--- config.mk ---
export PLATFORM = sky130hd
export DESIGN_NAME = fragment_reassembly_tracker_core
export DESIGN_NICKNAME = d
export VERILOG_FILES = /design/src/frt_pkg.sv /design/src/frt_slot_table.sv /design/src/frt_update.sv /design/src/fragment_reassembly_tracker_core.sv
export VERILOG_INCLUDE_DIRS = /design/src /design/src/src
export SDC_FILE = /design/constraint.sdc
export NUM_CORES = 2
export LEC_CHECK = 0
export BUFFER_PORTS_ARGS = -buffer_cell sky130_fd_sc_hd__clkbuf_2
export CAP_MARGIN = 10
export CELL_PAD_IN_SITES_DETAIL_PLACEMENT = 0
export CELL_PAD_IN_SITES_GLOBAL_PLACEMENT = 1
export CORE_UTILIZATION = 47
export CTS_CLUSTER_SIZE = 30
export DETAILED_ROUTE_END_ITERATION = 8
export GPL_TIMING_DRIVEN = 0
export PLACE_DENSITY = 0.7
export SLEW_MARGIN = 20
export SYNTH_ARGS = -nofsm -noshare
export SYNTH_HDL_FRONTEND = slang
export SYNTH_SLANG_ARGS = --single-unit
--- constraint.sdc ---
create_clock -name clk_i -period 15.2 [get_ports clk_i]
set_input_delay 1.52 -clock clk_i [delete_from_list [all_inputs] [get_ports clk_i]]
set_output_delay 1.52 -clock clk_i [all_outputs]
set_load 0.03 [all_outputs]
--- src/fragment_reassembly_tracker_core_macros.svh ---
// assertion macros shared by the fragment reassembly tracker rtl
`ifndef FRAGMENT_REASSEMBLY_TRACKER_CORE_MACROS_SVH
`define FRAGMENT_REASSEMBLY_TRACKER_CORE_MACROS_SVH

// same-cycle implication, checked on every rising clock edge outside reset
`define FRT_ASSERT_IMP(label, ante, cons, msg) \
  label: assert property (@(posedge clk_i) disable iff (!rst_ni) (ante) |-> (cons)) \
    else $error(msg);

// next-cycle implication
`define FRT_ASSERT_NXT(label, ante, cons, msg) \
  label: assert property (@(posedge clk_i) disable iff (!rst_ni) (ante) |=> (cons)) \
    else $error(msg);

`endif

--- src/frt_pkg.sv ---
// types, constants and sizes for the fragment reassembly tracker
package frt_pkg;

  localparam int SLOT_W      = 4;
  localparam int FRAME_SLOTS = 1 << SLOT_W;
  localparam int MAX_PACKETS = 64;
  localparam int MAX_PAYLOAD = 1500;

  localparam int ID_W   = 32;
  localparam int PAY_W  = 11;
  localparam int SUM_W  = 17;
  localparam int CNT_W  = $clog2(MAX_PACKETS + 1);
  localparam int IDX_W  = (MAX_PACKETS > 1) ? $clog2(MAX_PACKETS) : 1;
  localparam int MAP_W  = MAX_PACKETS;
  localparam logic [SUM_W-1:0] SUM_MAX = {SUM_W{1'b1}};

  typedef enum logic [1:0] {
    ST_NEW       = 2'd0,
    ST_DUP       = 2'd1,
    ST_BAD_INDEX = 2'd2,
    ST_TOO_LARGE = 2'd3
  } status_e;

  typedef struct packed {
    logic             valid;
    logic [ID_W-1:0]  tag;
    logic [CNT_W-1:0] total;
    logic [CNT_W-1:0] count;
    logic [MAP_W-1:0] seen_map;
    logic [SUM_W-1:0] byte_sum;
  } slot_t;

  typedef struct packed {
    logic [ID_W-1:0]  frame_id;
    logic [ID_W-1:0]  packet_index;
    logic [ID_W-1:0]  total_packets;
    logic [PAY_W-1:0] payload_bytes;
  } hdr_t;

  typedef struct packed {
    status_e          status;
    logic             restarted;
    logic             evicted;
    logic             frame_done;
    logic [ID_W-1:0]  done_frame_id;
    logic [SUM_W-1:0] frame_bytes;
  } result_t;

endpackage

--- src/frt_slot_table.sv ---
// direct-mapped frame context table: one read port, one write port
module frt_slot_table import frt_pkg::*; (
  input  logic              clk_i,
  input  logic              rst_ni,
  input  logic [SLOT_W-1:0] rd_idx_i,
  output slot_t             rd_entry_o,
  input  logic              wr_en_i,
  input  logic [SLOT_W-1:0] wr_idx_i,
  input  slot_t             wr_entry_i
);

  logic [FRAME_SLOTS-1:0] valid_q;
  logic [ID_W-1:0]        tag_q   [FRAME_SLOTS];
  logic [CNT_W-1:0]       total_q [FRAME_SLOTS];
  logic [CNT_W-1:0]       count_q [FRAME_SLOTS];
  logic [MAP_W-1:0]       map_q   [FRAME_SLOTS];
  logic [SUM_W-1:0]       sum_q   [FRAME_SLOTS];

  // only the valid bits are cleared, the rest is read behind a valid bit
  always_ff @(posedge clk_i or negedge rst_ni) begin
    if (!rst_ni) begin
      valid_q <= '0;
    end else if (wr_en_i) begin
      valid_q[wr_idx_i] <= wr_entry_i.valid;
    end
  end

  always_ff @(posedge clk_i) begin
    if (wr_en_i) begin
      tag_q[wr_idx_i]   <= wr_entry_i.tag;
      total_q[wr_idx_i] <= wr_entry_i.total;
      count_q[wr_idx_i] <= wr_entry_i.count;
      map_q[wr_idx_i]   <= wr_entry_i.seen_map;
      sum_q[wr_idx_i]   <= wr_entry_i.byte_sum;
    end
  end

  always_comb begin
    rd_entry_o.valid    = valid_q[rd_idx_i];
    rd_entry_o.tag      = tag_q[rd_idx_i];
    rd_entry_o.total    = total_q[rd_idx_i];
    rd_entry_o.count    = count_q[rd_idx_i];
    rd_entry_o.seen_map = map_q[rd_idx_i];
    rd_entry_o.byte_sum = sum_q[rd_idx_i];
  end

endmodule

--- src/frt_update.sv ---
// per-header context update and result formation
module frt_update import frt_pkg::*; (
  input  hdr_t    hdr_i,
  input  slot_t   cur_i,
  output logic    wr_en_o,
  output slot_t   nxt_o,
  output result_t res_o
);

  logic             bad_index;
  logic             too_large;
  logic [CNT_W-1:0] tot_n;
  logic [IDX_W-1:0] bit_idx;
  logic             miss;
  logic             tag_diff;
  logic             tot_diff;
  logic             seen;
  logic [PAY_W-1:0] pay_clamp;
  logic [SUM_W:0]   sum_wide;
  slot_t            base;

  always_comb begin
    bad_index = hdr_i.packet_index >= hdr_i.total_packets;
    too_large = hdr_i.total_packets > ID_W'(MAX_PACKETS);
    tot_n     = hdr_i.total_packets[CNT_W-1:0];
    bit_idx   = hdr_i.packet_index[IDX_W-1:0];

    miss     = !cur_i.valid;
    tag_diff = cur_i.valid && (cur_i.tag != hdr_i.frame_id);
    tot_diff = cur_i.valid && !tag_diff && (cur_i.total != tot_n);

    // open a fresh context on a free slot, another frame, or a changed total
    if (miss || tag_diff || tot_diff) begin
      base.valid    = 1'b1;
      base.tag      = hdr_i.frame_id;
      base.total    = tot_n;
      base.count    = '0;
      base.seen_map = '0;
      base.byte_sum = '0;
    end else begin
      base = cur_i;
    end

    seen = base.seen_map[bit_idx];

    if (32'(hdr_i.payload_bytes) > 32'(MAX_PAYLOAD)) begin
      pay_clamp = PAY_W'(MAX_PAYLOAD);
    end else begin
      pay_clamp = hdr_i.payload_bytes;
    end
    sum_wide = {1'b0, base.byte_sum} + (SUM_W + 1)'(pay_clamp);

    nxt_o = base;
    if (!seen) begin
      nxt_o.seen_map[bit_idx] = 1'b1;
      nxt_o.count             = base.count + CNT_W'(1);
      nxt_o.byte_sum          = (sum_wide > {1'b0, SUM_MAX}) ? SUM_MAX
                                                             : sum_wide[SUM_W-1:0];
      if (nxt_o.count == base.total) begin
        nxt_o.valid = 1'b0;
      end
    end

    wr_en_o = !bad_index && !too_large;

    res_o.restarted     = 1'b0;
    res_o.evicted       = 1'b0;
    res_o.frame_done    = 1'b0;
    res_o.done_frame_id = '0;
    res_o.frame_bytes   = '0;
    if (bad_index) begin
      res_o.status = ST_BAD_INDEX;
    end else if (too_large) begin
      res_o.status = ST_TOO_LARGE;
    end else begin
      res_o.restarted = tot_diff;
      res_o.evicted   = tag_diff;
      if (seen) begin
        res_o.status = ST_DUP;
      end else begin
        res_o.status = ST_NEW;
        if (!nxt_o.valid) begin
          res_o.frame_done    = 1'b1;
          res_o.done_frame_id = hdr_i.frame_id;
          res_o.frame_bytes   = nxt_o.byte_sum;
        end
      end
    end
  end

endmodule

--- src/fragment_reassembly_tracker_core.sv ---
// a header beat is registered in the input stage, then its result moves into the result register
// throughput: one header beat per cycle while the result side is not stalled, also back to back
//   on the same slot, since the slot table is read and written in the cycle the held header advances
// the rate is set by the one combinational update between input and result registers
// reset: asynchronous active-low, clears all slot valid bits and both stage valids
`include "fragment_reassembly_tracker_core_macros.svh"

module fragment_reassembly_tracker_core import frt_pkg::*; (
  input  logic             clk_i,
  input  logic             rst_ni,
  input  logic             in_valid_i,
  output logic             in_stall_o,
  input  logic [ID_W-1:0]  frame_id_i,
  input  logic [ID_W-1:0]  packet_index_i,
  input  logic [ID_W-1:0]  total_packets_i,
  input  logic [PAY_W-1:0] payload_bytes_i,
  output logic             out_valid_o,
  input  logic             out_stall_i,
  output logic [1:0]       status_o,
  output logic             restarted_o,
  output logic             evicted_o,
  output logic             frame_done_o,
  output logic [ID_W-1:0]  done_frame_id_o,
  output logic [SUM_W-1:0] frame_bytes_o
);

  // input register stage
  logic    in_vld_q, in_vld_d;
  hdr_t    hdr_q;
  // result register stage
  logic    out_vld_q, out_vld_d;
  result_t res_q;

  logic    in_take;   // header beat accepted this cycle
  logic    advance;   // input stage moves into the result register

  slot_t             cur_entry;
  slot_t             nxt_entry;
  logic              tbl_wr;
  result_t           res_d;
  logic [SLOT_W-1:0] slot_idx;

  // slot index is the low bits of the frame id (table depth is a power of two)
  assign slot_idx = hdr_q.frame_id[SLOT_W-1:0];

  // the held header advances whenever the result register is free or draining
  assign advance    = in_vld_q && (!out_vld_q || !out_stall_i);
  assign in_stall_o = in_vld_q && !advance;
  assign in_take    = in_valid_i && !in_stall_o;

  always_comb begin
    in_vld_d = in_vld_q;
    if (in_take) begin
      in_vld_d = 1'b1;
    end else if (advance) begin
      in_vld_d = 1'b0;
    end
  end

  always_comb begin
    out_vld_d = out_vld_q;
    if (advance) begin
      out_vld_d = 1'b1;
    end else if (!out_stall_i) begin
      out_vld_d = 1'b0;
    end
  end

  always_ff @(posedge clk_i or negedge rst_ni) begin
    if (!rst_ni) begin
      in_vld_q  <= 1'b0;
      out_vld_q <= 1'b0;
    end else begin
      in_vld_q  <= in_vld_d;
      out_vld_q <= out_vld_d;
    end
  end

  // payload registers, no reset needed
  always_ff @(posedge clk_i) begin
    if (in_take) begin
      hdr_q.frame_id      <= frame_id_i;
      hdr_q.packet_index  <= packet_index_i;
      hdr_q.total_packets <= total_packets_i;
      hdr_q.payload_bytes <= payload_bytes_i;
    end
    if (advance) begin
      res_q <= res_d;
    end
  end

  // context table, written in the same cycle the header is resolved
  frt_slot_table u_table (
    .clk_i      (clk_i),
    .rst_ni     (rst_ni),
    .rd_idx_i   (slot_idx),
    .rd_entry_o (cur_entry),
    .wr_en_i    (advance && tbl_wr),
    .wr_idx_i   (slot_idx),
    .wr_entry_i (nxt_entry)
  );

  // checks, eviction, restart, duplicate detection and completion
  frt_update u_update (
    .hdr_i   (hdr_q),
    .cur_i   (cur_entry),
    .wr_en_o (tbl_wr),
    .nxt_o   (nxt_entry),
    .res_o   (res_d)
  );

  assign out_valid_o     = out_vld_q;
  assign status_o        = res_q.status;
  assign restarted_o     = res_q.restarted;
  assign evicted_o       = res_q.evicted;
  assign frame_done_o    = res_q.frame_done;
  assign done_frame_id_o = res_q.done_frame_id;
  assign frame_bytes_o   = res_q.frame_bytes;

  // a completed frame always comes from a newly stored packet
  `FRT_ASSERT_IMP(a_done_is_new, out_vld_q && res_q.frame_done, res_q.status == ST_NEW, "frame done without new packet")
  // rejected headers raise no flags
  `FRT_ASSERT_IMP(a_reject_quiet, out_vld_q && (res_q.status == ST_BAD_INDEX || res_q.status == ST_TOO_LARGE), !res_q.restarted && !res_q.evicted && !res_q.frame_done, "flag set on rejected header")
  // done id and byte count are zero unless the frame completed
  `FRT_ASSERT_IMP(a_idle_fields_zero, out_vld_q && !res_q.frame_done, res_q.done_frame_id == '0 && res_q.frame_bytes == '0, "done fields nonzero without completion")
  // the input side only stalls while a result is held back downstream
  `FRT_ASSERT_IMP(a_stall_cause, in_stall_o, out_vld_q && out_stall_i && in_vld_q, "input stalled without backpressure")
  // an advancing beat always lands in the result register
  `FRT_ASSERT_NXT(a_advance_lands, advance, out_vld_q, "advanced beat lost")

endmodule

=== Yosys cells after proc, flatten, opt, wreduce, memory -nomap -nowiden ===
Memory sizes are Yosys's and may differ from the RTL's. A register that Yosys moved wholly into a read port is not among the register bits.
Cells that the tools add are included.

* Register bits: 179
* Bits in writable memories: 2032
* Input port bits: 111
* Output and inout bits: 56
* Logic and storage cells: 88
* Memories: 5

{| class="wikitable"
|+ Memories
! memory !! depth !! width !! read ports !! clocked after Yosys merged registers in !! wr ports !! RTL line !! source
|-
| u_table.map_q || 16 || 64 || 1 || 1 || 1 || frt_slot_table.sv:16 || <nowiki>logic [MAP_W-1:0] map_q [FRAME_SLOTS];</nowiki>
|-
| u_table.tag_q || 16 || 32 || 1 || 1 || 1 || frt_slot_table.sv:13 || <nowiki>logic [ID_W-1:0] tag_q [FRAME_SLOTS];</nowiki>
|-
| u_table.sum_q || 16 || 17 || 1 || 1 || 1 || frt_slot_table.sv:17 || <nowiki>logic [SUM_W-1:0] sum_q [FRAME_SLOTS];</nowiki>
|-
| u_table.count_q || 16 || 7 || 1 || 1 || 1 || frt_slot_table.sv:15 || <nowiki>logic [CNT_W-1:0] count_q [FRAME_SLOTS];</nowiki>
|-
| u_table.total_q || 16 || 7 || 1 || 1 || 1 || frt_slot_table.sv:14 || <nowiki>logic [CNT_W-1:0] total_q [FRAME_SLOTS];</nowiki>
|}

* Add/subtract/negate cells: 2
* Order comparisons: 8
* Equal/unequal tests: 4
* Multiplexer cells: 29
* Bitwise operators: 1
* Reduce and logical (&&, ||, !) cells: 25

{| class="wikitable"
|+ Operator list
! operator !! count
|-
| 128-bit two-way mux || 1
|-
| 88-bit two-way mux || 1
|-
| 64-bit bitwise OR || 1
|-
| 50-bit two-way mux || 1
|-
| 32-bit >= comparator || 1
|-
| 32-bit by 7-bit greater-than comparator with 1-bit output (second input constant) || 1
|-
| 32-bit != test || 1
|-
| 4-bit two-way mux || 5
|-
| 17-bit by 11-bit adder with 18-bit output || 1
|-
| 18-bit by 17-bit greater-than comparator with 1-bit output (second input constant) || 1
|-
| 17-bit two-way mux || 1
|-
| 16-bit bitwise mux || 1
|-
| 1-bit two-way mux || 14
|-
| 11-bit greater-than comparator (second input constant) || 1
|-
| 11-bit two-way mux || 1
|-
| 1-bit logical AND || 10
|-
| 1-bit logical NOT || 8
|-
| 7-bit by 1-bit adder with 7-bit output (second input constant) || 1
|-
| 7-bit == test || 1
|-
| 6-bit by 7-bit < comparator with 1-bit output (second input constant) || 1
|-
| 7-bit != test || 1
|-
| 1-bit binary-select mux with 6-bit select || 1
|-
| 1-bit demux with 6-bit select || 1
|-
| 6-bit by 1-bit >= comparator with 1-bit output (second input constant) || 1
|-
| other kinds (10) || 12
|}

=== Logic depth before layout (Yosys ltp) ===
* Word-level depth: 13
* Mapped depth: 31
* Gate-level depth less buffers: 23

=== By module ===
A second synthesis with hierarchy kept.

* Cell total of the unflattened synthesis: 4179
* Area total of the unflattened synthesis: 86760.7 sq um

{| class="wikitable"
|+ By module, submodules not included
! module !! instances !! cells an instance !! area each (sq um) !! sequential area each (sq um)
|-
| frt_slot_table || 1 || 3269 || 77127.7 || 61418.9
|-
| fragment_reassembly_tracker_core || 1 || 171 || 4934.7 || 4884.7
|-
| frt_update || 1 || 739 || 4698.3 || 0.0
|}

=== Worst setup path after synthesis ===
Ideal clock, no wire load.

* Path type: register to register
* Start point: register hdr_q[43] (netlist bit)
* End point: register u_table.valid_q[0]
* Library setup time: 127 ps
* Arrival time: 16618 ps
* Data required time: 15073 ps
* Path slack: -1545 ps
* Stages on the path, launching flop included: 18
* Buffers on the path: 4
* Period minus slack after synthesis: 16745 ps
* Path through: edfxtp_1 buf_6 clkbuf_1 inv_1 ha_1 nand2b_1 a21o_1 a21o_1 a21o_1 a21oi_1 o21ai_0 a21oi_1 o21ai_0 or2_2 clkbuf_1 buf_1 nor4_1 mux2_2

* Longest elaborated chain between the ends: 4
* Elaborated cells between the ends (all ways): 8
* Those cells by class: 1 x order compare; 4 x mux; 3 x reduce/logical

{| class="wikitable"
|+ RTL lines
! element !! RTL line !! source
|-
| from (decl) || fragment_reassembly_tracker_core.sv:29 || <nowiki>hdr_t hdr_q;</nowiki>
|-
| 32-bit >= comparator / 1-bit binary-select mux with 6-bit select (equally long branches) || frt_update.sv:23, frt_update.sv:44 ||
|-
| 1-bit logical NOT / 1-bit two-way mux (equally long branches) || frt_update.sv:64, frt_update.sv:44 ||
|-
| 1-bit logical AND / 1-bit two-way mux (equally long branches) || frt_update.sv:64, frt_update.sv:54 ||
|-
| 1-bit logical AND / 16-bit bitwise mux (equally long branches) || fragment_reassembly_tracker_core.sv:98, frt_slot_table.sv:24 ||
|-
| to (signal, indexed assignment) || frt_slot_table.sv:24 || <nowiki>valid_q[wr_idx_i] <= wr_entry_i.valid;</nowiki>
|-
| to (decl) || frt_slot_table.sv:12 || <nowiki>logic [FRAME_SLOTS-1:0] valid_q;</nowiki>
|}

Parallel ways exist; a longest one is shown, timed or not. The select of a mux whose other input is x is not followed.
A chain may end at the register's enable or synchronous reset.

==> flow_summary_export.csv <==
group,metric,value,unit
clock_tree,clkLatencyLatePin,0.87,ns
routing,wl_per_cell,36.5,µm
layout,fin_cells,8371,
timing,hold_violations,0,
hold_path,worstHoldEndpoint,"out_valid_o",
worst_setup_path,r2r-end,"u_table.sum_q[11][5]",
worst_setup_path,endpoint_kind,"flip-flop",
routing,drtAntennaViolNets,0,
logic_synthesis,synth_edf_count,2193,
grt,grt_pass1_wl,415000,µm
worst_setup_path,r2r_cells,25,
clock_tree,clk_pin_slew,0.06,ns
logic_synthesis,synth_nets,4858,
logic_synthesis,synth.top_cell.area_share,73.5,%
clock_tree,cts_buffers,221,
logic_synthesis,yosys.area.top_type,"edfxtp_1",
clock_tree,clk_path_buf_depth,3,
timing,finalCritPeriodShare,76.2,%
hold_path,hold_path.class,"reg -> reg",
routing,routed_wirelength,306000,µm
worst_setup_path,arrival,12.07,ns
layout,synthToLayoutAreaGrowth,16.9,%
logic_synthesis,yosys_warnings,0,
logic_synthesis,postSynthCellCount,4702,
run_status,status,"finished, violations left",
routing,drcViolationCount,4,
worst_setup_path,worst-path-max-fanout,16,
layout,n_fill_cell,14529,
logic_synthesis,synth-seq-area-share,74.1,%
timing,worst_pin_slew,1.34,ns
grt,antenna_found_initial,10,
power_and_ir_drop,total_leakage_power,34.1,nW
power_and_ir_drop,total_power,13.3,mW
worst_setup_path,r2r_slack,3.62,ns
hold_path,min_from,"in_vld_q",
timing,clock_skew,0.0422,ns
clock_tree,hold_buffers,0,
logic_synthesis,ys_seq_elements,2215,
grt,grt_max_degree,64,
floorplanning,initial_utilization,47.5,%
power_and_ir_drop,power_density,127,nW/µm²
timing,setup_viol,0,
floorplanning,fp.dieW,439,µm
timing,final.setup.tns,0,ns
clock_tree,cts_root_buf,"clkbuf_16",
grt,grt_overflow,0,
routing,via_per_inst,6.45,
place,gp_routability_congestion,0.969,
layout,layout.nets,5836,
place,numPortBuffers,166,
floorplanning,pin_count,167,
timing,fin_crit,11.58,ns
logic_synthesis,synth_area,89600,µm²
timing,slew_violations,0,
place,dp.cells,7949,
clock_tree,postCtsSetupBuffers,0,
floorplanning,core-area,189000,µm²
layout,register_area,66400,µm²
layout,multi_input_area,21700,µm²
clock_tree,h-tree-depth,4,
routing,num_vias,54034,
routing,drt-initial-drc-count,9464,
floorplanning,placementRows,159,
timing,slew_headroom,10.9,%
worst_setup_path,worstPathRequired,15.69,ns
layout,final_util,55.5,%
clock_tree,cts_resized,0,
clock_tree,tritoncts,"done",
logic_synthesis,synth.avg_cell_area,19.1,µm²
clock_tree,clock-sinks,2215,
power_and_ir_drop,ir_worst_vdd,0.000123,V
logic_synthesis,synth-async-reset-ratio,0.813,%
logic_synthesis,ys.flop_type,"edfxtp_1",
hold_path,min_path_cells,1,
timing,clock.fmax,0.0864,GHz
grt,first_global_vias,51186,
place,dpl.hpwl,219000,µm
worst_setup_path,crit_type,"reg -> reg",
layout,drive_gt1_share,31.5,%
logic_synthesis,synth.top_cells.by_area,"edfxtp_1 (74%), mux4_2 (11%), mux2i_1 (2.8%)",
run_status,violations,"DRC",
grt,grt_usage,31.5,%
logic_synthesis,ys_types,99,
floorplanning,die_area,192000,µm²
routing,drtPass1Iterations,6,
flow_run,cap_violations,0,
floorplanning,fp.dieH,439,µm
worst_setup_path,cp-start-kind,"flip-flop",
timing,rsz0062_at_grt,"no",
synth_stat cells, drive strengths merged, types with 5 or more instances:
cell        n
a31oi      24
nand4      19
a22oi      71
clkbuf    132
buf       169
dfrtp      18
and2       51
o21a        6
ha         44
xor2       28
a2111oi     5
or3         9
a21oi     140
nand2b     29
nor2       94
nor4       40
xnor2      26
a21o       25
mux2       70
edfxtp   2193
or2        10
a311oi      6
nor2b      19
o21ai      74
a211oi     20
nor3b       7
o22ai      91
and3       22
a32oi      10
or4         6
o211ai     10
a22o       15
nor3       37
mux4      422
inv        57
a221oi     36
nand3      39
mux2i     255
nand2     285
nand3b      9
or3b        6
power by group:
| part | leakage [nW] | total, mW | internal, mW | switching, mW |
|---|---|---|---|---|
| registers | 17.9 | 6.73 | 6.70 | 0.0273 |
| clock network | 3.47 | 5.41 | 3.05 | 2.36 |
| logic | 12.7 | 1.19 | 0.364 | 0.821 |
placed cells by master (no fill, tap or decap), types with 43 or more instances in the layout:
cell type  synthesis  final
buf_2             71    459
clkinv_2           0     43
mux4_2           418    418
a21oi_1          140    132
nor2_1            94     93
clkbuf_16          0    224
ha_1              44     44
mux2_2            70     70
buf_4             35    229
inv_1             54     52
o22ai_1           91     54
clkinv_1           0     49
and2_1            44     44
o21ai_0           73     59
clkbuf_1         126    165
clkbuf_2           1    179
nand2_1          285    285
a22oi_1           71     71
edfxtp_1        2193   2193
mux2i_1          255    255
worst max-delay path, stage by stage, from the launching register on:
cell,delay (ns)
dfxtp_1,0.33
buf_2,0.29
buf_2,0.53
buf_2,0.52
buf_2,0.62
buf_4,0.52
clkbuf_8,0.38
buf_2,0.52
buf_1,0.81
buf_1,0.68
buf_1,0.67
clkbuf_1,0.86
buf_1,0.96
a21oi_1,0.10
a21oi_1,0.38
nor2_1,0.13
ha_1,0.43
nor2_1,0.06
nor2_1,0.14
a211oi_1,0.12
o21ba_2,0.25
nor3_1,0.34
o21ai_0,0.17
buf_2,0.27
buf_2,0.22
a21oi_1,0.82
per-stage QoR:
step                      hold WS, ns  setup slack [ns]  area [µm²]
after floorplan                 0.457             -1.54       89600
after global placement          0.470            -24.15       93500
after detailed placement        0.492              3.88       97400
after CTS                       0.505              3.85      104000
after global routing            0.524              3.58      105000
final                           0.500              3.62      105000
state kept, by name, indices dropped and copies added (netlist names), named ones only:
name and cells:
evicted_o 1, u_table.sum_q 272, u_table.valid_q 16, done_frame_id_o 32, u_table.count_q 112, in_vld_q 1, out_valid_o 1, u_table.total_q 112
u_table.tag_q 512, restarted_o 1, hdr_q 107, frame_done_o 1, frame_bytes_o 17, status_o 2, u_table.map_q 1024
per-layer routing:
| layer | vias to the layer above | share of wire, % | global-route usage, % |
|---|---|---|---|
| li1 | 21215 | - | - |
| met1 | 28092 | 38 | 43.8 |
| met2 | 4043 | 45 | 47.7 |
| met3 | 678 | 13 | 8.53 |
| met4 | 6 | 4.3 | 11.6 |
| met5 | - | 0.075 | 0.174 |
cell type report:
class | instances | share of cell area (%)
clock buffers | 276 | 5.56
plain buffers | 301 | 1.66
inverters | 58 | 0.229
clock inverters | 137 | 1.22
repair buffers | 755 | 4.26
diodes | 6 | 0.0143
flip-flops and latches | 2215 | 63.4
multi-input cells | 2128 | 20.7
well taps | 2495 | 2.98
logic make-up (layout without fill, tap and decap cells):
group	Yosys count	in the layout	synth area share (%)
xor+xnor	54	54	0.528
flops	2215	2215	74.1
compound gates	586	586	4.40
mux	747	747	14.4
fa+ha+maj	45	45	0.637
other cells	0	6	0
buf+inv	359	1527	2.16
simple gates	696	696	3.82
worst max-delay path by stage:
| stage | from | to | slack [ns] | cells after the start |
|---|---|---|---|---|
| 5_1_grt | flip-flop | u_table.sum_q[6][5] | 3.58 | 25 |
| 4_1_cts | flip-flop | u_table.sum_q[5][6] | 3.85 | 25 |
| 3_5_place_dp | flip-flop | u_table.sum_q[10][6] | 3.88 | 25 |
| 2_1_floorplan | hdr_q[43] | u_table.valid_q[0] | -1.54 | 17 |
| 3_3_place_gp | hdr_q[43] | u_table.valid_q[11] | -24.15 | 17 |
| 6_report | flip-flop | u_table.sum_q[11][5] | 3.62 | 25 |
Note: power is estimated with default switching activity, not from simulation.
